### src/rtl/i2c_master_bit_engine_unit_defines.svh
// Assertion macros shared by the I2C master bit engine RTL.
// No dependencies; included by modules that carry concurrent checks.
`ifndef I2C_MASTER_BIT_ENGINE_UNIT_DEFINES_SVH
`define I2C_MASTER_BIT_ENGINE_UNIT_DEFINES_SVH

`ifndef SYNTHESIS
// Same-cycle implication check, disabled while reset is asserted.
`define CHK_IMPLY(label, clk, rst_n, ante, cons) \
  label: assert property (@(posedge clk) disable iff (!(rst_n)) (ante) |-> (cons)) \
    else $error("implication check failed");
// Next-cycle implication check, disabled while reset is asserted.
`define CHK_NEXT(label, clk, rst_n, ante, cons) \
  label: assert property (@(posedge clk) disable iff (!(rst_n)) (ante) |=> (cons)) \
    else $error("next-cycle check failed");
`else
`define CHK_IMPLY(label, clk, rst_n, ante, cons)
`define CHK_NEXT(label, clk, rst_n, ante, cons)
`endif

`endif

### src/rtl/i2cmbe_pkg.sv
// Shared types and constants of the I2C master bit engine.
// No dependencies; imported by every module of the block.
package i2cmbe_pkg;

  // Reset values of the configuration registers.
  localparam logic [15:0] LONG_DELAY_RESET  = 16'd5;
  localparam logic [15:0] SHORT_DELAY_RESET = 16'd4;
  localparam logic [7:0]  POLL_LIMIT_RESET  = 8'd250;

  // Configuration register indexes.
  localparam logic [1:0] CFG_LONG_DELAY  = 2'd0;
  localparam logic [1:0] CFG_SHORT_DELAY = 2'd1;
  localparam logic [1:0] CFG_POLL_LIMIT  = 2'd2;

  // Bits in one byte transfer.
  localparam logic [3:0] BYTE_BITS = 4'd8;
  localparam logic [3:0] LAST_BIT  = 4'd7;

  // Mode code with no meaning; treated like no command.
  localparam logic [2:0] MODE_RSVD = 3'd7;

  // Queue geometry, shared by the tick queue and the result queue.
  localparam int unsigned QDEPTH = 2;
  localparam int unsigned QPTR_W = $clog2(QDEPTH);
  localparam int unsigned QCNT_W = $clog2(QDEPTH + 1);

  // Command classes; codes match the mode field.
  typedef enum logic [2:0] {
    CMD_NONE      = 3'd0,
    CMD_START     = 3'd1,
    CMD_STOP      = 3'd2,
    CMD_WRITE     = 3'd3,
    CMD_READ      = 3'd4,
    CMD_WAIT_ACK  = 3'd5,
    CMD_SEND_ACK  = 3'd6
  } cmd_t;

  // Bus sequencer phases.
  typedef enum logic [4:0] {
    PH_IDLE,
    PH_START_A,
    PH_START_B,
    PH_STOP_A,
    PH_STOP_B,
    PH_STOP_C,
    PH_WR_LOW,
    PH_WR_HIGH,
    PH_RD_HIGH,
    PH_RD_LOW,
    PH_ACK_HI,
    PH_ACK_LO,
    PH_SA_HIGH,
    PH_SA_LOW
  } phase_t;

  // One classified tick as it travels from the front to the engine.
  typedef struct packed {
    cmd_t       cmd;
    logic [7:0] write_byte;
    logic       ack_level;
    logic       sda_sample;
  } tick_t;

  // One result word.
  typedef struct packed {
    logic       scl_level;
    logic       sda_level;
    logic       sda_drive;
    logic       busy_res;
    logic       done_res;
    logic [7:0] read_byte;
    logic       no_ack;
  } res_t;

  // Handshake between a queue and its consumer.
  typedef struct packed {
    logic  valid;
    tick_t tick;
  } tick_head_t;

endpackage

### src/rtl/i2cmbe_front.sv
// Front end: decodes the mode field of each word and queues the tick.
// Depends on i2cmbe_pkg.
module i2cmbe_front
  import i2cmbe_pkg::*;
(
  input  logic       clk,
  input  logic       rst_n,
  input  logic       push,
  output logic       full,
  input  logic [2:0] in_mode,
  input  logic [7:0] in_write_byte,
  input  logic       in_ack_level,
  input  logic       in_sda_sample,
  output tick_head_t head_o,
  input  logic       pop_i
);

  tick_t              mem_r [QDEPTH];
  logic [QPTR_W-1:0]  wr_ptr_r, wr_ptr_nxt;
  logic [QPTR_W-1:0]  rd_ptr_r, rd_ptr_nxt;
  logic [QCNT_W-1:0]  cnt_r, cnt_nxt;
  logic               do_push, do_pop;
  tick_t              tick_in;

  // Classify the incoming word; the undefined mode code carries no command.
  always_comb begin
    tick_in.cmd        = (in_mode == MODE_RSVD) ? CMD_NONE : cmd_t'(in_mode);
    tick_in.write_byte = in_write_byte;
    tick_in.ack_level  = in_ack_level;
    tick_in.sda_sample = in_sda_sample;
  end

  assign full    = (cnt_r == QCNT_W'(QDEPTH));
  assign do_push = push && !full;
  assign do_pop  = pop_i && (cnt_r != '0);

  assign head_o.valid = (cnt_r != '0);
  assign head_o.tick  = mem_r[rd_ptr_r];

  // Pointer and fill count update.
  always_comb begin
    wr_ptr_nxt = do_push ? wr_ptr_r + 1'b1 : wr_ptr_r;
    rd_ptr_nxt = do_pop ? rd_ptr_r + 1'b1 : rd_ptr_r;
    cnt_nxt    = cnt_r + QCNT_W'(do_push) - QCNT_W'(do_pop);
  end

  always_ff @(posedge clk) begin
    if (!rst_n) begin
      wr_ptr_r <= '0;
      rd_ptr_r <= '0;
      cnt_r    <= '0;
    end else begin
      wr_ptr_r <= wr_ptr_nxt;
      rd_ptr_r <= rd_ptr_nxt;
      cnt_r    <= cnt_nxt;
    end
  end

  // Queue storage holds payload only.
  always_ff @(posedge clk) begin
    if (do_push) begin
      mem_r[wr_ptr_r] <= tick_in;
    end
  end

endmodule

### src/rtl/i2cmbe_back.sv
// Back end: SCL/SDA sequencer, one queued tick per cycle when not stalled.
// Depends on i2cmbe_pkg and the assertion macro header.
`include "i2c_master_bit_engine_unit_defines.svh"

module i2cmbe_back
  import i2cmbe_pkg::*;
(
  input  logic        clk,
  input  logic        rst_n,
  input  logic        cfg_we,
  input  logic [1:0]  cfg_index,
  input  logic [15:0] cfg_wdata,
  input  tick_head_t  head_i,
  output logic        pop_o,
  input  logic        res_full_i,
  output logic        res_push_o,
  output res_t        res_o
);

  // Configuration registers.
  logic [15:0] long_delay_r, short_delay_r;
  logic [7:0]  poll_limit_r;

  // Sequencer state.
  phase_t      phase_r, phase_nxt;
  logic [3:0]  bit_count_r, bit_count_nxt;
  logic [7:0]  shift_r, shift_nxt;
  logic [15:0] delay_r, delay_nxt;
  logic [7:0]  poll_r, poll_nxt;
  logic        scl_r, scl_nxt;
  logic        sda_r, sda_nxt;
  logic        drive_r, drive_nxt;
  logic        timeout_r, timeout_nxt;
  logic [7:0]  last_read_r, last_read_nxt;
  logic        done_nxt;

  logic        step;
  logic        is_idle;
  logic        delay_zero;
  logic [15:0] hold_long, hold_short;
  tick_t       tk;

  assign tk         = head_i.tick;
  assign step       = head_i.valid && !res_full_i;
  assign pop_o      = step;
  assign res_push_o = step;

  assign is_idle    = (phase_r == PH_IDLE);
  assign delay_zero = (delay_r == '0);

  // A segment counts the tick that enters it, so load the delay minus one.
  assign hold_long  = (long_delay_r != '0) ? long_delay_r - 16'd1 : '0;
  assign hold_short = (short_delay_r != '0) ? short_delay_r - 16'd1 : '0;

  // Configuration writes; an index past the last register is dropped.
  always_ff @(posedge clk) begin
    if (!rst_n) begin
      long_delay_r  <= LONG_DELAY_RESET;
      short_delay_r <= SHORT_DELAY_RESET;
      poll_limit_r  <= POLL_LIMIT_RESET;
    end else if (cfg_we) begin
      if (cfg_index == CFG_LONG_DELAY) begin
        long_delay_r <= cfg_wdata;
      end
      if (cfg_index == CFG_SHORT_DELAY) begin
        short_delay_r <= cfg_wdata;
      end
      if (cfg_index == CFG_POLL_LIMIT) begin
        poll_limit_r <= cfg_wdata[7:0];
      end
    end
  end

  // Next phase.
  always_comb begin
    phase_nxt = phase_r;
    if (is_idle) begin
      unique case (tk.cmd)
        CMD_START:    phase_nxt = PH_START_A;
        CMD_STOP:     phase_nxt = PH_STOP_A;
        CMD_WRITE:    phase_nxt = PH_WR_LOW;
        CMD_READ:     phase_nxt = PH_RD_HIGH;
        CMD_WAIT_ACK: phase_nxt = PH_ACK_HI;
        CMD_SEND_ACK: phase_nxt = PH_SA_HIGH;
        default:      phase_nxt = PH_IDLE;
      endcase
    end else if (delay_zero) begin
      unique case (phase_r)
        PH_START_A: phase_nxt = PH_START_B;
        PH_STOP_A:  phase_nxt = PH_STOP_B;
        PH_STOP_B:  phase_nxt = PH_STOP_C;
        PH_WR_LOW:  phase_nxt = (bit_count_r >= BYTE_BITS) ? PH_IDLE : PH_WR_HIGH;
        PH_WR_HIGH: phase_nxt = PH_WR_LOW;
        PH_RD_HIGH: phase_nxt = PH_RD_LOW;
        PH_RD_LOW:  phase_nxt = (bit_count_r >= BYTE_BITS) ? PH_IDLE : PH_RD_HIGH;
        PH_ACK_HI: begin
          if (!tk.sda_sample) begin
            phase_nxt = PH_ACK_LO;
          end else if (poll_r >= poll_limit_r) begin
            phase_nxt = PH_STOP_A;
          end
        end
        PH_SA_HIGH: phase_nxt = PH_SA_LOW;
        default:    phase_nxt = PH_IDLE;
      endcase
    end
  end

  // Line levels, counters and data registers.
  always_comb begin
    bit_count_nxt = bit_count_r;
    shift_nxt     = shift_r;
    delay_nxt     = delay_r;
    poll_nxt      = poll_r;
    scl_nxt       = scl_r;
    sda_nxt       = sda_r;
    drive_nxt     = drive_r;
    timeout_nxt   = timeout_r;
    last_read_nxt = last_read_r;
    done_nxt      = 1'b0;
    if (is_idle) begin
      unique case (tk.cmd)
        CMD_START: begin
          scl_nxt   = 1'b1;
          sda_nxt   = 1'b1;
          drive_nxt = 1'b1;
          delay_nxt = hold_long;
        end
        CMD_STOP: begin
          sda_nxt   = 1'b0;
          drive_nxt = 1'b1;
          delay_nxt = '0;
        end
        CMD_WRITE: begin
          scl_nxt       = 1'b0;
          shift_nxt     = tk.write_byte;
          bit_count_nxt = '0;
          sda_nxt       = tk.write_byte[7];
          drive_nxt     = 1'b1;
          delay_nxt     = hold_short;
        end
        CMD_READ: begin
          scl_nxt       = 1'b1;
          drive_nxt     = 1'b0;
          sda_nxt       = 1'b1;
          shift_nxt     = '0;
          bit_count_nxt = '0;
          delay_nxt     = hold_short;
        end
        CMD_WAIT_ACK: begin
          scl_nxt     = 1'b1;
          drive_nxt   = 1'b0;
          sda_nxt     = 1'b1;
          poll_nxt    = '0;
          timeout_nxt = 1'b0;
          delay_nxt   = hold_short;
        end
        CMD_SEND_ACK: begin
          drive_nxt = 1'b1;
          sda_nxt   = tk.ack_level;
          scl_nxt   = 1'b1;
          delay_nxt = hold_long;
        end
        default: begin
          done_nxt = 1'b0;
        end
      endcase
    end else if (!delay_zero) begin
      delay_nxt = delay_r - 16'd1;
    end else begin
      unique case (phase_r)
        PH_START_A: begin
          sda_nxt   = 1'b0;
          delay_nxt = hold_long;
        end
        PH_START_B: begin
          scl_nxt  = 1'b0;
          done_nxt = 1'b1;
        end
        PH_STOP_A: begin
          scl_nxt   = 1'b1;
          delay_nxt = hold_long;
        end
        PH_STOP_B: begin
          sda_nxt   = 1'b1;
          delay_nxt = hold_long;
        end
        PH_WR_LOW: begin
          if (bit_count_r >= BYTE_BITS) begin
            done_nxt = 1'b1;
          end else begin
            scl_nxt   = 1'b1;
            delay_nxt = hold_short;
          end
        end
        PH_WR_HIGH: begin
          // Shift to the next bit; after the last bit SDA keeps its level.
          scl_nxt       = 1'b0;
          bit_count_nxt = bit_count_r + 4'd1;
          shift_nxt     = {shift_r[6:0], 1'b0};
          if (bit_count_r < LAST_BIT) begin
            sda_nxt = shift_r[6];
          end
          delay_nxt = hold_short;
        end
        PH_RD_HIGH: begin
          shift_nxt     = {shift_r[6:0], tk.sda_sample};
          bit_count_nxt = bit_count_r + 4'd1;
          scl_nxt       = 1'b0;
          delay_nxt     = hold_short;
        end
        PH_RD_LOW: begin
          if (bit_count_r >= BYTE_BITS) begin
            last_read_nxt = shift_r;
            done_nxt      = 1'b1;
          end else begin
            scl_nxt   = 1'b1;
            delay_nxt = hold_short;
          end
        end
        PH_ACK_HI: begin
          // Low SDA is the acknowledge; too many high polls issue a stop.
          if (!tk.sda_sample) begin
            scl_nxt   = 1'b0;
            delay_nxt = hold_short;
          end else if (poll_r >= poll_limit_r) begin
            timeout_nxt = 1'b1;
            sda_nxt     = 1'b0;
            drive_nxt   = 1'b1;
            delay_nxt   = '0;
          end else begin
            poll_nxt = poll_r + 8'd1;
          end
        end
        PH_SA_HIGH: begin
          scl_nxt   = 1'b0;
          delay_nxt = hold_long;
        end
        default: begin
          done_nxt = 1'b1;
        end
      endcase
    end
  end

  // Result word shows the levels after this tick's update.
  always_comb begin
    res_o.scl_level = scl_nxt;
    res_o.sda_level = drive_nxt ? sda_nxt : 1'b1;
    res_o.sda_drive = drive_nxt;
    res_o.busy_res  = (phase_nxt != PH_IDLE);
    res_o.done_res  = done_nxt;
    res_o.read_byte = last_read_nxt;
    res_o.no_ack    = timeout_nxt;
  end

  always_ff @(posedge clk) begin
    if (!rst_n) begin
      phase_r     <= PH_IDLE;
      bit_count_r <= '0;
      shift_r     <= '0;
      delay_r     <= '0;
      poll_r      <= '0;
      scl_r       <= 1'b1;
      sda_r       <= 1'b1;
      drive_r     <= 1'b1;
      timeout_r   <= 1'b0;
      last_read_r <= '0;
    end else if (step) begin
      phase_r     <= phase_nxt;
      bit_count_r <= bit_count_nxt;
      shift_r     <= shift_nxt;
      delay_r     <= delay_nxt;
      poll_r      <= poll_nxt;
      scl_r       <= scl_nxt;
      sda_r       <= sda_nxt;
      drive_r     <= drive_nxt;
      timeout_r   <= timeout_nxt;
      last_read_r <= last_read_nxt;
    end
  end

  // The idle phase is only reached with the segment counter drained.
  `CHK_IMPLY(a_idle_no_delay, clk, rst_n, phase_r == PH_IDLE, delay_r == '0)
  // The bit counter never runs past one byte.
  `CHK_IMPLY(a_bit_bound, clk, rst_n, 1'b1, bit_count_r <= BYTE_BITS)
  // A finishing tick leaves the sequencer idle.
  `CHK_NEXT(a_done_idle, clk, rst_n, step && done_nxt, phase_r == PH_IDLE)
  // The no-acknowledge flag is only raised by the acknowledge poll.
  `CHK_IMPLY(a_timeout_src, clk, rst_n, $rose(timeout_r), $past(phase_r) == PH_ACK_HI)

endmodule

### src/rtl/i2cmbe_outq.sv
// Result queue: holds finished result words until the consumer pops them.
// Depends on i2cmbe_pkg.
module i2cmbe_outq
  import i2cmbe_pkg::*;
(
  input  logic clk,
  input  logic rst_n,
  input  logic push_i,
  input  res_t res_i,
  output logic full_o,
  input  logic pop,
  output logic empty,
  output res_t res_o
);

  res_t               mem_r [QDEPTH];
  logic [QPTR_W-1:0]  wr_ptr_r, wr_ptr_nxt;
  logic [QPTR_W-1:0]  rd_ptr_r, rd_ptr_nxt;
  logic [QCNT_W-1:0]  cnt_r, cnt_nxt;
  logic               do_push, do_pop;

  assign full_o  = (cnt_r == QCNT_W'(QDEPTH));
  assign empty   = (cnt_r == '0);
  assign do_push = push_i && !full_o;
  assign do_pop  = pop && !empty;
  assign res_o   = mem_r[rd_ptr_r];

  // Pointer and fill count update.
  always_comb begin
    wr_ptr_nxt = do_push ? wr_ptr_r + 1'b1 : wr_ptr_r;
    rd_ptr_nxt = do_pop ? rd_ptr_r + 1'b1 : rd_ptr_r;
    cnt_nxt    = cnt_r + QCNT_W'(do_push) - QCNT_W'(do_pop);
  end

  always_ff @(posedge clk) begin
    if (!rst_n) begin
      wr_ptr_r <= '0;
      rd_ptr_r <= '0;
      cnt_r    <= '0;
    end else begin
      wr_ptr_r <= wr_ptr_nxt;
      rd_ptr_r <= rd_ptr_nxt;
      cnt_r    <= cnt_nxt;
    end
  end

  // Queue storage holds payload only.
  always_ff @(posedge clk) begin
    if (do_push) begin
      mem_r[wr_ptr_r] <= res_i;
    end
  end

endmodule

### src/rtl/i2c_master_bit_engine_unit.sv
// I2C master bit engine. Every word pushed is one timing tick: it carries the
// sampled SDA level and, while the engine is idle, a command (start, stop,
// write byte, read byte, wait for acknowledge, send acknowledge). Every tick
// yields exactly one result word with the SCL level, SDA level and drive,
// busy, a one-tick done pulse, the last read byte and the no-acknowledge flag.
// Segment lengths come from the long and short delay registers; an
// acknowledge wait that sees too many high polls issues a stop and sets
// no-acknowledge. The engine accepts one tick per clock and turns out one
// result per clock unless a full queue or a missing tick stalls it. The
// sequencer sets the rate; registered two-entry queues in front of and behind
// it absorb stalls. The user must write configuration only while no tick
// is outstanding; the block itself does not enforce this.
module i2c_master_bit_engine_unit
  import i2cmbe_pkg::*;
(
  input  logic        clk,
  input  logic        rst_n,
  input  logic        cfg_we,
  input  logic [1:0]  cfg_index,
  input  logic [15:0] cfg_wdata,
  input  logic        push,
  output logic        full,
  input  logic [2:0]  in_mode,
  input  logic [7:0]  in_write_byte,
  input  logic        in_ack_level,
  input  logic        in_sda_sample,
  output logic        empty,
  input  logic        pop,
  output logic        out_scl_level,
  output logic        out_sda_level,
  output logic        out_sda_drive,
  output logic        out_busy_res,
  output logic        out_done_res,
  output logic [7:0]  out_read_byte,
  output logic        out_no_ack
);

  tick_head_t head;
  logic       tick_pop;
  logic       res_full;
  logic       res_push;
  res_t       res_eng;
  res_t       res_out;

  // Decode and queue incoming ticks.
  i2cmbe_front u_front (
    .clk           (clk),
    .rst_n         (rst_n),
    .push          (push),
    .full          (full),
    .in_mode       (in_mode),
    .in_write_byte (in_write_byte),
    .in_ack_level  (in_ack_level),
    .in_sda_sample (in_sda_sample),
    .head_o        (head),
    .pop_i         (tick_pop)
  );

  // Bus sequencer.
  i2cmbe_back u_back (
    .clk        (clk),
    .rst_n      (rst_n),
    .cfg_we     (cfg_we),
    .cfg_index  (cfg_index),
    .cfg_wdata  (cfg_wdata),
    .head_i     (head),
    .pop_o      (tick_pop),
    .res_full_i (res_full),
    .res_push_o (res_push),
    .res_o      (res_eng)
  );

  // Result queue toward the consumer.
  i2cmbe_outq u_outq (
    .clk    (clk),
    .rst_n  (rst_n),
    .push_i (res_push),
    .res_i  (res_eng),
    .full_o (res_full),
    .pop    (pop),
    .empty  (empty),
    .res_o  (res_out)
  );

  assign out_scl_level = res_out.scl_level;
  assign out_sda_level = res_out.sda_level;
  assign out_sda_drive = res_out.sda_drive;
  assign out_busy_res  = res_out.busy_res;
  assign out_done_res  = res_out.done_res;
  assign out_read_byte = res_out.read_byte;
  assign out_no_ack    = res_out.no_ack;

endmodule

### config.mk
export PLATFORM = sky130hd
export DESIGN_NAME = i2c_master_bit_engine_unit
export DESIGN_NICKNAME = d
export VERILOG_FILES = /design/src/rtl/i2cmbe_pkg.sv /design/src/rtl/i2cmbe_front.sv /design/src/rtl/i2cmbe_back.sv /design/src/rtl/i2cmbe_outq.sv /design/src/rtl/i2c_master_bit_engine_unit.sv
export VERILOG_INCLUDE_DIRS = /design/src /design/src/rtl
export SDC_FILE = /design/constraint.sdc
export NUM_CORES = 1
export LEC_CHECK = 0
export BUFFER_PORTS_ARGS = -buffer_cell sky130_fd_sc_hd__buf_2
export CAP_MARGIN = 20
export CORE_MARGIN = 2
export CORE_UTILIZATION = 30
export DETAILED_ROUTE_END_ITERATION = 12
export GPL_TIMING_DRIVEN = 0
export HOLD_SLACK_MARGIN = 0.08
export PLACE_DENSITY_LB_ADDON = 0.12
export SYNTH_ARGS = -nofsm -noshare
export SYNTH_HDL_FRONTEND = slang
export SYNTH_SLANG_ARGS = --single-unit
### constraint.sdc
create_clock -name clk -period 9.1 [get_ports clk]
set_clock_uncertainty 0.2 [all_clocks]
set_input_delay 1.82 -clock clk [delete_from_list [all_inputs] [get_ports clk]]
set_output_delay 1.82 -clock clk [all_outputs]
set_load 0.02 [all_outputs]
# == Word-level counts from Yosys, hierarchy flattened ==
# Memory sizes are Yosys's and may differ from the RTL's. A register that Yosys moved wholly into a read port is not among the register bits.
# Cells that the tools add are included.
# word_totals
word_cells,180
reg_bits,101
ramBits,54
in_bits,36
n_memories,2
output_inout_bits,16
# classes
eq_ne,29
n_reduce_logical,40
n_addsub,13
mux,74
order_cmp,3
# memory_table
memory,depth,word_bits,rd,rd_clocked_by_memory_dff,write_ports,line_no,source
u_outq.mem_r,2,14,1,1,1,i2cmbe_outq.sv:16,res_t mem_r [QDEPTH];
u_front.mem_r,2,13,1,1,1,i2cmbe_front.sv:18,tick_t mem_r [QDEPTH];
# op_table
cell,n
$mux 16,7
$mux 8,12
$pmux 16 s4,1
$pmux 16 s3,1
$sub 16x1->16 const B,3
$pmux 5 s9,1
$mux 1,32
$pmux 8 s2,2
$reduce_bool 16->1,2
$pmux 4 s6,1
$eq 5x4->1 const B,4
$mux 4,5
$mux 5,4
$logic_not 16->1,1
$reduce_or 4->1,4
$eq 5x3->1 const B,3
$eq 3x3->1 const B,4
$pmux 1 s4,3
$eq 5x2->1 const B,2
$reduce_bool 2->1,5
$reduce_or 2->1,5
$add 8x1->8 const B,1
$ge 8x8->1,1
$reduce_and 4->1,2
other kinds (31),53

# == Longest topological paths before layout ==
# Gate-level depths: netlist (run 1).
# depth
ltp_word,7
depth_mapped,11
ltp_nobuf,9

# == By module ==
# From an unflattened synthesis (run 1), not the netlist that was laid out.
# hier_totals
hier_cells,988
area_unflattened_um2,8856.0
# by_module_without_submodules
mod,seq_area_each_um2,cells_each,area_per_inst_um2,instances
i2cmbe_back,1861.8,848,6376.1,1
i2cmbe_outq,940.9,70,1243.7,1
i2cmbe_front,880.8,70,1236.2,1

# == Worst setup path after synthesis (run 1) ==
# OpenSTA, ideal clock, no wires.
# synth_path
path_type,register -> output
startpoint,register (tool-made name)
endpoint,output port out_busy_res
arrival_time_ns,1.161
path_slack_ns,5.919
path_stages_with_launch,3
cell_sequence,dfxtp_1 -> clkbuf_1 -> mux2_2
# synth_rtl
item,line_no,source
end: declaration,i2c_master_bit_engine_unit.sv:32,"output logic out_busy_res,"

==> impl_metrics.csv, run 1 <==
group,metric,value,unit
clocking,clkTransAtPathRegs,80,ps
sta,hold_viol_final,0,
critical_path,cp.arrival,1960,ps
sta,max_freq,251,MHz
routing,drc,0,
clocking,cts_hold_buf,0,
logic_synthesis,ys_seq_area_share,43.0,%
floorplanning,die_h,173,um
grt,grt_max_degree,20,
cells_and_area,post_route_cells_drive_above_1_share,15.7,%
logic_synthesis,yosys_register_bits,157,
clocking,clkLatencyLatePin,440,ps
placed_design,dpl.hpwl,18600,um
worst_hold_path,hp-start,"u_back.poll_limit_r[2]",
critical_path,required,7080,ps
routing,drt_pass1_iterations,5,
sta,tns,0,ps
floorplanning,die_w,173,um
routing,topRoutingLayerUsed,"met4",
critical_path,cp_max_fo,10,
routing,dr_wl_met2,10600,um
clocking,cts_made_buffers,17,
logic_synthesis,synth-edff-count,54,
routing,vias,7200,
logic_synthesis,syn_inst,948,
clocking,cts_max_level,4,
floorplanning,die_area,29900,um2
grt,grtUsageTotal,16.8,%
cells_and_area,post-route-util,35.5,%
sta,slew_headroom,35.3,%
sta,rsz0062_at_grt,"false",
clocking,ctsResizeCount,0,
routing,wl_met3,1070,um
sta,fin_crit,3980,ps
routing,routed_wl,25100,um
critical_path,start_kind,"register",
cells_and_area,fillers,2934,
cells_and_area,layout.nets,1076,
grt,grt_pass1_vias,6781,
clocking,clkSinkCount,157,
critical_path,critPathCaptureType,"primary output",
placed_design,globalplace.congestion,0.866,
logic_synthesis,synth-main-ff-cell,"dfxtp_1",
power_and_ir_drop,leakagePower,3.60,nW
logic_synthesis,ys_warn_count,0,
cells_and_area,syn_to_final_growth,15.9,%
clocking,clockBufferDepth,2,
worst_hold_path,min_path_type,"register to register",
sta,maxSlewViolCount,0,
grt,antenna_found_initial,0,
power_and_ir_drop,peakVddDrop,0.121,mV
power_and_ir_drop,powerDensity,374,nW/um2
cells_and_area,final_common_cell,"nand2_1",
routing,drtIter0Drc,618,
logic_synthesis,async_flop_share,0,%
critical_path,worstReg2RegStart,"u_back.phase_r[0]",
floorplanning,start_util,30.6,%
clocking,cts_root_buf,"clkbuf_16",
cells_and_area,diodes,0,
placed_design,placed_cell_area,9310,um2
routing,ant_nets,0,
grt,grt_overflow,0,
logic_synthesis,synth_cell_type_count,80,
clocking,cts_tree,"done",
floorplanning,core,27900,um2
clocking,post_cts_buffers,0,
sta,setup_viol,0,
floorplanning,rows,61,
grt,grt_pass1_wl,39900,um
cells_and_area,final_cell_mix,"127 x nand2_1, 103 x dfxtp_1, 92 x nor2_1, 74 x a21oi_1, 58 x buf_2",
job,maxCapViolCount,0,
sta,period_share,43.8,%
cells_and_area,multi_input_area,4530,um2
cells_and_area,regArea,3680,um2
sta,worst_slew_pin_slew,968,ps
logic_synthesis,synthesis.area,8560,um2
routing,wl_per_cell,17.8,um
floorplanning,io_pins,52,
routing,drt-vias-per-instance,5.10,
placed_design,portBuffers,50,
cells_and_area,fin_area,9920,um2
logic_synthesis,syn_area_per_cell,9.03,um2
critical_path,critical_path_class,"register to primary output",
routing,wirelength_met1,13000,um
logic_synthesis,synth_nets,1004,
run_status,status,"finished clean",
cells by family after synthesis:
logic type / count (synthesis) / share of synthesized area (%)
compound gates: 225 / 16.8
xor+xnor: 54 / 5.52
fa+ha+maj: 20 / 2.92
buf+inv: 76 / 4.00
flops: 157 / 43.0
mux: 42 / 5.67
simple gates: 374 / 22.0
sequential cells by signal, indices dropped and copies added, names as in the netlist, 2 cells and up, named ones only:
| signal | cells |
|---|---|
| u_back.shift_r | 8 |
| u_back.short_delay_r | 16 |
| u_back.poll_limit_r | 8 |
| u_back.long_delay_r | 16 |
| u_front.mem_r | 26 |
| u_back.poll_r | 8 |
| u_back.last_read_r | 8 |
| u_back.bit_count_r | 4 |
| u_back.delay_r | 16 |
| u_front.cnt_r | 2 |
| u_outq.cnt_r | 2 |
| u_outq.mem_r | 28 |
| u_back.phase_r | 5 |
worst max-delay path, cell delays in order, from the launching register on:
cell and delay, ps:
dfxtp_1 480, clkbuf_1 480, mux2_2 410, buf_2 160
final timing paths:
kind	to	slack (ps)	depth (start not counted)
setup / recovery	out_done_res	5120	3
hold / removal	u_back.poll_limit_r[2]	260	2
setup reg to reg	u_back.delay_r[13]	5770	7
hold reg to reg	u_back.poll_limit_r[2]	260	2
cells in the mapped netlist, drive strengths merged, types with 4 or more instances:
cell type / count / area [um2]
o211ai: 9 / 67.6
edfxtp: 54 / 1620
nor3: 27 / 175
dfxtp: 103 / 2060
clkbuf: 35 / 141
and3: 6 / 43.8
nand3b: 5 / 37.5
a21boi: 6 / 45.0
a31oi: 5 / 31.3
mux2i: 14 / 140
o32ai: 10 / 87.6
buf: 13 / 96.3
nor4: 12 / 96.3
nand2b: 5 / 31.3
mux2: 28 / 345
nand4: 11 / 68.8
o21a: 7 / 52.6
nor2: 101 / 415
ha: 20 / 250
o221ai: 4 / 35.0
a21oi: 76 / 388
o2111ai: 5 / 43.8
xnor2: 22 / 193
or4: 7 / 65.1
nor2b: 4 / 25.0
xor2: 32 / 280
and2: 10 / 62.6
or3: 6 / 38.8
nand3: 30 / 150
o22ai: 20 / 125
inv: 28 / 105
a21o: 5 / 37.5
nor4b: 4 / 35.0
a211oi: 11 / 82.6
nor3b: 4 / 30.0
nand2: 127 / 477
o21ai: 40 / 200
through the flow:
step                cells  hold slack, ps  setup WS (ps)  power [mW]
finish               1411             263           5120        3.71
global placement     1376             246           5010        2.96
CTS                  1411             263           5030        3.71
global route         1411             309           4980        3.95
detailed placement   1379             252           5050        2.95
floorplan             948             236           5920        2.38
final cells by class:
class	instances	share of cell area, %
multi-input combinational	715	45.7
clock buffer	17	4.29
inverter	28	1.06
buffer	48	2.40
tap	378	4.77
sequential	157	37.1
clock inverter	15	1.89
timing repair buffer	53	2.80
layer usage:
| layer | vias up | track usage, % |
|---|---|---|
| met2 | 181 | 24.7 |
| met4 | 0 | 4.94 |
| met3 | 27 | 2.44 |
| li1 | 3583 | - |
| met5 | - | 0 |
| met1 | 3409 | 25.4 |
where the power goes:
group,leakage (nW),internal (mW),switching (mW)
sequential,1.34,0.924,0.103
clock,0.295,0.377,0.371
combinational,1.96,0.693,1.24
No activity file was read; power rests on OpenSTA's default activity.
==> run 2, diff against run 1 <==
- clock period: 9.1 -> 3.3 ns (I/O delays scaled with it)
==> run 2 against run 1 <==
Effect of this change: core utilization grew 0.19 points; cell area increased by 0.54%; worst hold slack worse by 55 ps; register-to-register slack worse by 5600 ps; highest routed layer unchanged; sequential power rose to 2.7 times the previous value; sequential share of layout area shrank 0.20 points; global-route usage grew 0.066 points; largest power group unchanged; setup slack worse by 5000 ps; routed wire length is 0.62% higher.
==> impl_metrics.csv, run 2 (synthesis results as in run 1) <==
group,metric,value,unit
cells_and_area,largestRegisters,"u_outq.mem_r: 28 flops, u_front.mem_r: 26 flops",
sta,fin_crit,3140,ps
power_and_ir_drop,powerDensity,1040,nW/um2
clocking,clkLatencyLatePin,440,ps
placed_design,pre_cts_slack,-9.74,ps
routing,routed_wl,25200,um
cells_and_area,final_cell_mix,"127 x nand2_1, 103 x dfxtp_1, 92 x nor2_1, 74 x a21oi_1, 58 x buf_2",
grt,grt_max_degree,20,
clocking,cts_tree,"done",
critical_path,required,3400,ps
floorplanning,io_pins,52,
floorplanning,core,27900,um2
cells_and_area,post_route_cells_drive_above_1_share,16.3,%
cells_and_area,diodes,0,
grt,antenna_found_initial,0,
routing,vias,7260,
placed_design,portBuffers,50,
cells_and_area,largest_reg_flops,28,
placed_design,dpl.hpwl,18600,um
sta,hold_viol_final,0,
sta,rsz0062_at_grt,"false",
worst_hold_path,hp-start,"in_write_byte[4]",
sta,maxSlewViolCount,0,
sta,whs,209,ps
cells_and_area,final_common_cell,"nand2_1",
critical_path,critical_path_class,"register to register",
floorplanning,die_w,173,um
clocking,clkSinkCount,157,
critical_path,startpoint,"u_back.delay_r[0]",
floorplanning,die_h,173,um
routing,drtIter0Drc,600,
sta,period_share,95.0,%
worst_hold_path,hold_depth,1,
job,maxCapViolCount,0,
routing,drc,0,
sta,tns,0,ps
worst_hold_path,min_path_type,"input pin to register",
routing,wl_per_cell,17.8,um
cells_and_area,post-route-util,35.7,%
clocking,cts_max_level,4,
clocking,cts_root_buf,"clkbuf_16",
grt,grt_pass1_vias,6802,
sta,setup_ws,164,ps
critical_path,start_kind,"register",
grt,grt_overflow,0,
cells_and_area,fin_area,9980,um2
critical_path,critPathCaptureType,"register",
floorplanning,rows,61,
clocking,cts_hold_buf,0,
routing,drt_pass1_iterations,7,
routing,ant_nets,0,
grt,grt_pass1_wl,40000,um
placed_design,placed_cell_area,9310,um2
routing,drt-vias-per-instance,5.13,
floorplanning,die_area,29900,um2
clocking,cts_made_buffers,17,
sta,max_freq,319,MHz
power_and_ir_drop,leakagePower,3.62,nW
critical_path,worstReg2RegStart,"u_back.delay_r[0]",
placed_design,globalplace.congestion,0.866,
power_and_ir_drop,peakVddDrop,0.333,mV
clocking,clockBufferDepth,2,
grt,grtUsageTotal,16.9,%
cells_and_area,layout.nets,1079,
critical_path,cp.arrival,3230,ps
sta,worst_slew_pin_slew,979,ps
floorplanning,start_util,30.6,%
critical_path,reg2reg_depth,11,
cells_and_area,syn_to_final_growth,16.6,%
clocking,clkTransAtPathRegs,80,ps
sta,slew_headroom,34.6,%
cells_and_area,regMostFlops,"u_outq.mem_r",
critical_path,cp_max_fo,8,
run_status,status,"finished clean",
sta,setup_viol,0,
run 2: cell count changes in the layout (fill, tap and decap cells not counted):
cell,previous run,this run
o21ai_0,39,38
nor4_1,10,9
nor4_2,1,2
a2111oi_0,1,0
a21oi_4,0,1
o32ai_1,10,9
o32ai_2,0,1
buf_4,0,3
o21ai_2,0,1
a21oi_2,2,1
a2111oi_2,0,1
run 2: cell type report:
type | instances | area, um2
Clock inverter | 15 | 188
Multi-Input combinational cell | 715 | 4570
Timing Repair Buffer | 56 | 300
Tap cell | 378 | 473
Clock buffer | 17 | 425
Fill cell | 2924 | 18000
Sequential cell | 157 | 3680
Buffer | 48 | 238
Inverter | 28 | 105
run 2: worst max-delay path, stage by stage (launching register included):
cell	delay, ps
dfxtp_1	360
inv_1	90
ha_1	290
or4b_1	540
or4_4	440
buf_6	160
nor2_8	110
and3_4	210
buf_12	130
mux2_4	320
nor2_2	100
nor3_2	40
run 2: repair_timing:
| item | 4_1_cts | 5_1_grt |
|---|---|---|
| gates resized for setup | 1 | 6 |
| pin swaps | 1 | 1 |
| setup endpoints to repair | 8 | 17 |
| setup buffers | 3 | 0 |
run 2: worst paths after layout:
path                             to  slack, ps
max           u_back.last_read_r[2]        160
min             u_front.mem_r[1][6]        210
max reg2reg   u_back.last_read_r[2]        160
min reg2reg  u_back.poll_limit_r[2]        260
run 2: metal layers:
metal / GRT usage [%] / part of all wire [%] / up-vias
li1: - / - / 3595
met1: 25.4 / 51 / 3455
met2: 24.7 / 43 / 187
met3: 2.57 / 4.7 / 23
met4: 5.23 / 1.6 / 0
met5: 0 / 0 / -
run 2: report_power, final:
part,switching (mW),internal (mW),total [mW]
Combinational,3.48,1.99,5.47
Clock,1.02,1.04,2.06
Sequential,0.284,2.55,2.83
Total,4.78,5.57,10.4
run 2: through the flow:
stage | power (mW) | std cells
after floorplan | 6.57 | 948
after global placement | 8.15 | 1376
after detailed placement | 8.13 | 1379
after CTS | 10.3 | 1414
after global routing | 11.0 | 1414
final | 10.4 | 1414
==> run 3, diff against run 2 <==
--- a/config.mk
+++ b/config.mk
@@ -10,3 +10,2 @@
 export CAP_MARGIN = 20
-export CORE_MARGIN = 2
 export CORE_UTILIZATION = 30
--- a/constraint.sdc
+++ b/constraint.sdc
@@ -4,2 +4,2 @@
 set_output_delay 0.66 -clock clk [all_outputs]
-set_load 0.02 [all_outputs]
+set_load 0.01 [all_outputs]
==> run 3 against run 2 <==
Effect of this change: largest power group unchanged; count of clock-buffer cells in the layout stayed put; register-to-register slack worse by 50 ps; first-iteration DRC count is 15% lower; global-route usage is 0.98 points higher; power is 0.57% lower; cell area hardly changed; clock power is 3% higher; combinational power is 2% lower; routed wire length hardly changed; fmax is 1.7% lower.
==> impl_metrics.csv, run 3 (synthesis results as in run 1) <==
group,metric,value,unit
clocking,clockBufferDepth,2,
critical_path,cp.arrival,3350,ps
critical_path,critPathCaptureType,"register",
grt,antenna_found_initial,0,
sta,hold_viol_final,0,
sta,fin_crit,3190,ps
sta,period_share,96.7,%
floorplanning,die_w,171,um
routing,ant_nets,0,
clocking,clkLatencyLatePin,440,ps
cells_and_area,post_route_cells_drive_above_1_share,16.1,%
clocking,clkTransAtPathRegs,80,ps
clocking,cts_made_buffers,17,
clocking,cts_root_buf,"clkbuf_16",
grt,grtUsageTotal,17.9,%
clocking,cts_max_level,4,
cells_and_area,layout.nets,1078,
sta,worst_slew_pin_slew,1120,ps
run_status,status,"finished clean",
routing,dr_wl_met2,11000,um
floorplanning,die_area,29200,um2
cells_and_area,largestRegisters,"u_outq.mem_r: 28 flops, u_front.mem_r: 26 flops",
critical_path,start_kind,"register",
cells_and_area,syn_to_final_growth,16.7,%
power_and_ir_drop,leakagePower,3.63,nW
sta,setup_viol,0,
floorplanning,rows,61,
placed_design,globalplace.congestion,0.850,
routing,vias,7266,
floorplanning,core,27900,um2
placed_design,portBuffers,50,
sta,setup_ws,109,ps
grt,grt_max_degree,22,
routing,wl_met3,941,um
cells_and_area,regMostFlops,"u_outq.mem_r",
placed_design,dpl.hpwl,18700,um
cells_and_area,largest_reg_flops,28,
routing,wl_per_cell,17.8,um
placed_design,pre_cts_slack,53.3,ps
power_and_ir_drop,total_power,10.3,mW
routing,wirelength_met1,13100,um
routing,routed_wl,25200,um
sta,rsz0062_at_grt,"false",
critical_path,cp_max_fo,8,
grt,grt_overflow,0,
sta,maxSlewViolCount,0,
routing,drt_pass1_iterations,5,
job,maxCapViolCount,0,
routing,drtIter0Drc,512,
power_and_ir_drop,powerDensity,1030,nW/um2
cells_and_area,final_common_cell,"nand2_1",
critical_path,required,3460,ps
routing,drc,0,
cells_and_area,fin_area,9990,um2
sta,max_freq,313,MHz
clocking,clkSinkCount,157,
routing,topRoutingLayerUsed,"met4",
worst_hold_path,min_path_type,"input pin to register",
critical_path,critical_path_class,"register to register",
sta,slew_headroom,25.2,%
placed_design,placed_cell_area,9300,um2
floorplanning,die_h,171,um
power_and_ir_drop,peakVddDrop,0.412,mV
floorplanning,start_util,30.6,%
floorplanning,io_pins,52,
cells_and_area,diodes,0,
routing,drt-vias-per-instance,5.14,
grt,grt_pass1_vias,6835,
grt,grt_pass1_wl,39900,um
critical_path,rrSetupSlack,110,ps
clocking,cts_tree,"done",
cells_and_area,final_cell_mix,"127 x nand2_1, 103 x dfxtp_1, 92 x nor2_1, 74 x a21oi_1, 58 x buf_2",
==> run 3: per-stage QoR <==
stage          cells  hold WS, ps  setup TNS (ps)  utilization (%)
2_1_floorplan    948          236               0                -
3_3_place_gp    1376          257           -1810             33.2
3_5_place_dp    1379          258               0             33.3
4_1_cts         1411          194               0             35.6
5_1_grt         1413          186               0             35.8
6_report        1413          208               0             35.8
==> run 3: worst paths after layout <==
path / start / endpoint / cells after the start
max reg2reg: register / u_back.delay_r[6] / 8
max: register / u_back.delay_r[6] / 8
min: in_write_byte[1] / u_front.mem_r[0][3] / 1
min reg2reg: u_back.poll_limit_r[0] / u_back.poll_limit_r[0] / 2
==> run 3: what timing repair did <==
item	4_1_cts	5_1_grt
hold buffers	0	0
setup endpoints to repair	0	23
gates resized for setup	0	5
setup buffers	0	2
==> run 3: layout make-up <==
type                    instances  area [um2]
clock inverters                15         223
fillers                      2955       17900
flip-flops and latches        157        3680
multi-input cells             715        4550
clock buffers                  17         425
inverters                      28         105
well taps                     378         473
plain buffers                  48         238
repair buffers                 55         285
==> run 3: worst max-delay path, cell delays in order (launching register included) <==
cell      delay (ps)
dfxtp_1          310
buf_2            210
mux2_2           440
nor3_1           640
nor2_1           310
o311ai_0         450
o21ai_0          150
a211o_1          270
o22ai_1          150
==> run 3: power breakdown <==
group / total [mW] / leakage [nW] / internal, mW / switching (mW)
registers: 2.83 / 1.34 / 2.55 / 0.285
clock network: 2.13 / 0.310 / 1.06 / 1.06
logic: 5.34 / 1.97 / 1.96 / 3.38
==> run 3: per-layer routing <==
metal / up-vias / track usage (%)
met5: - / 0
met4: 0 / 4.00
met3: 11 / 2.94
met2: 165 / 26.9
met1: 3496 / 26.4
li1: 3594 / -
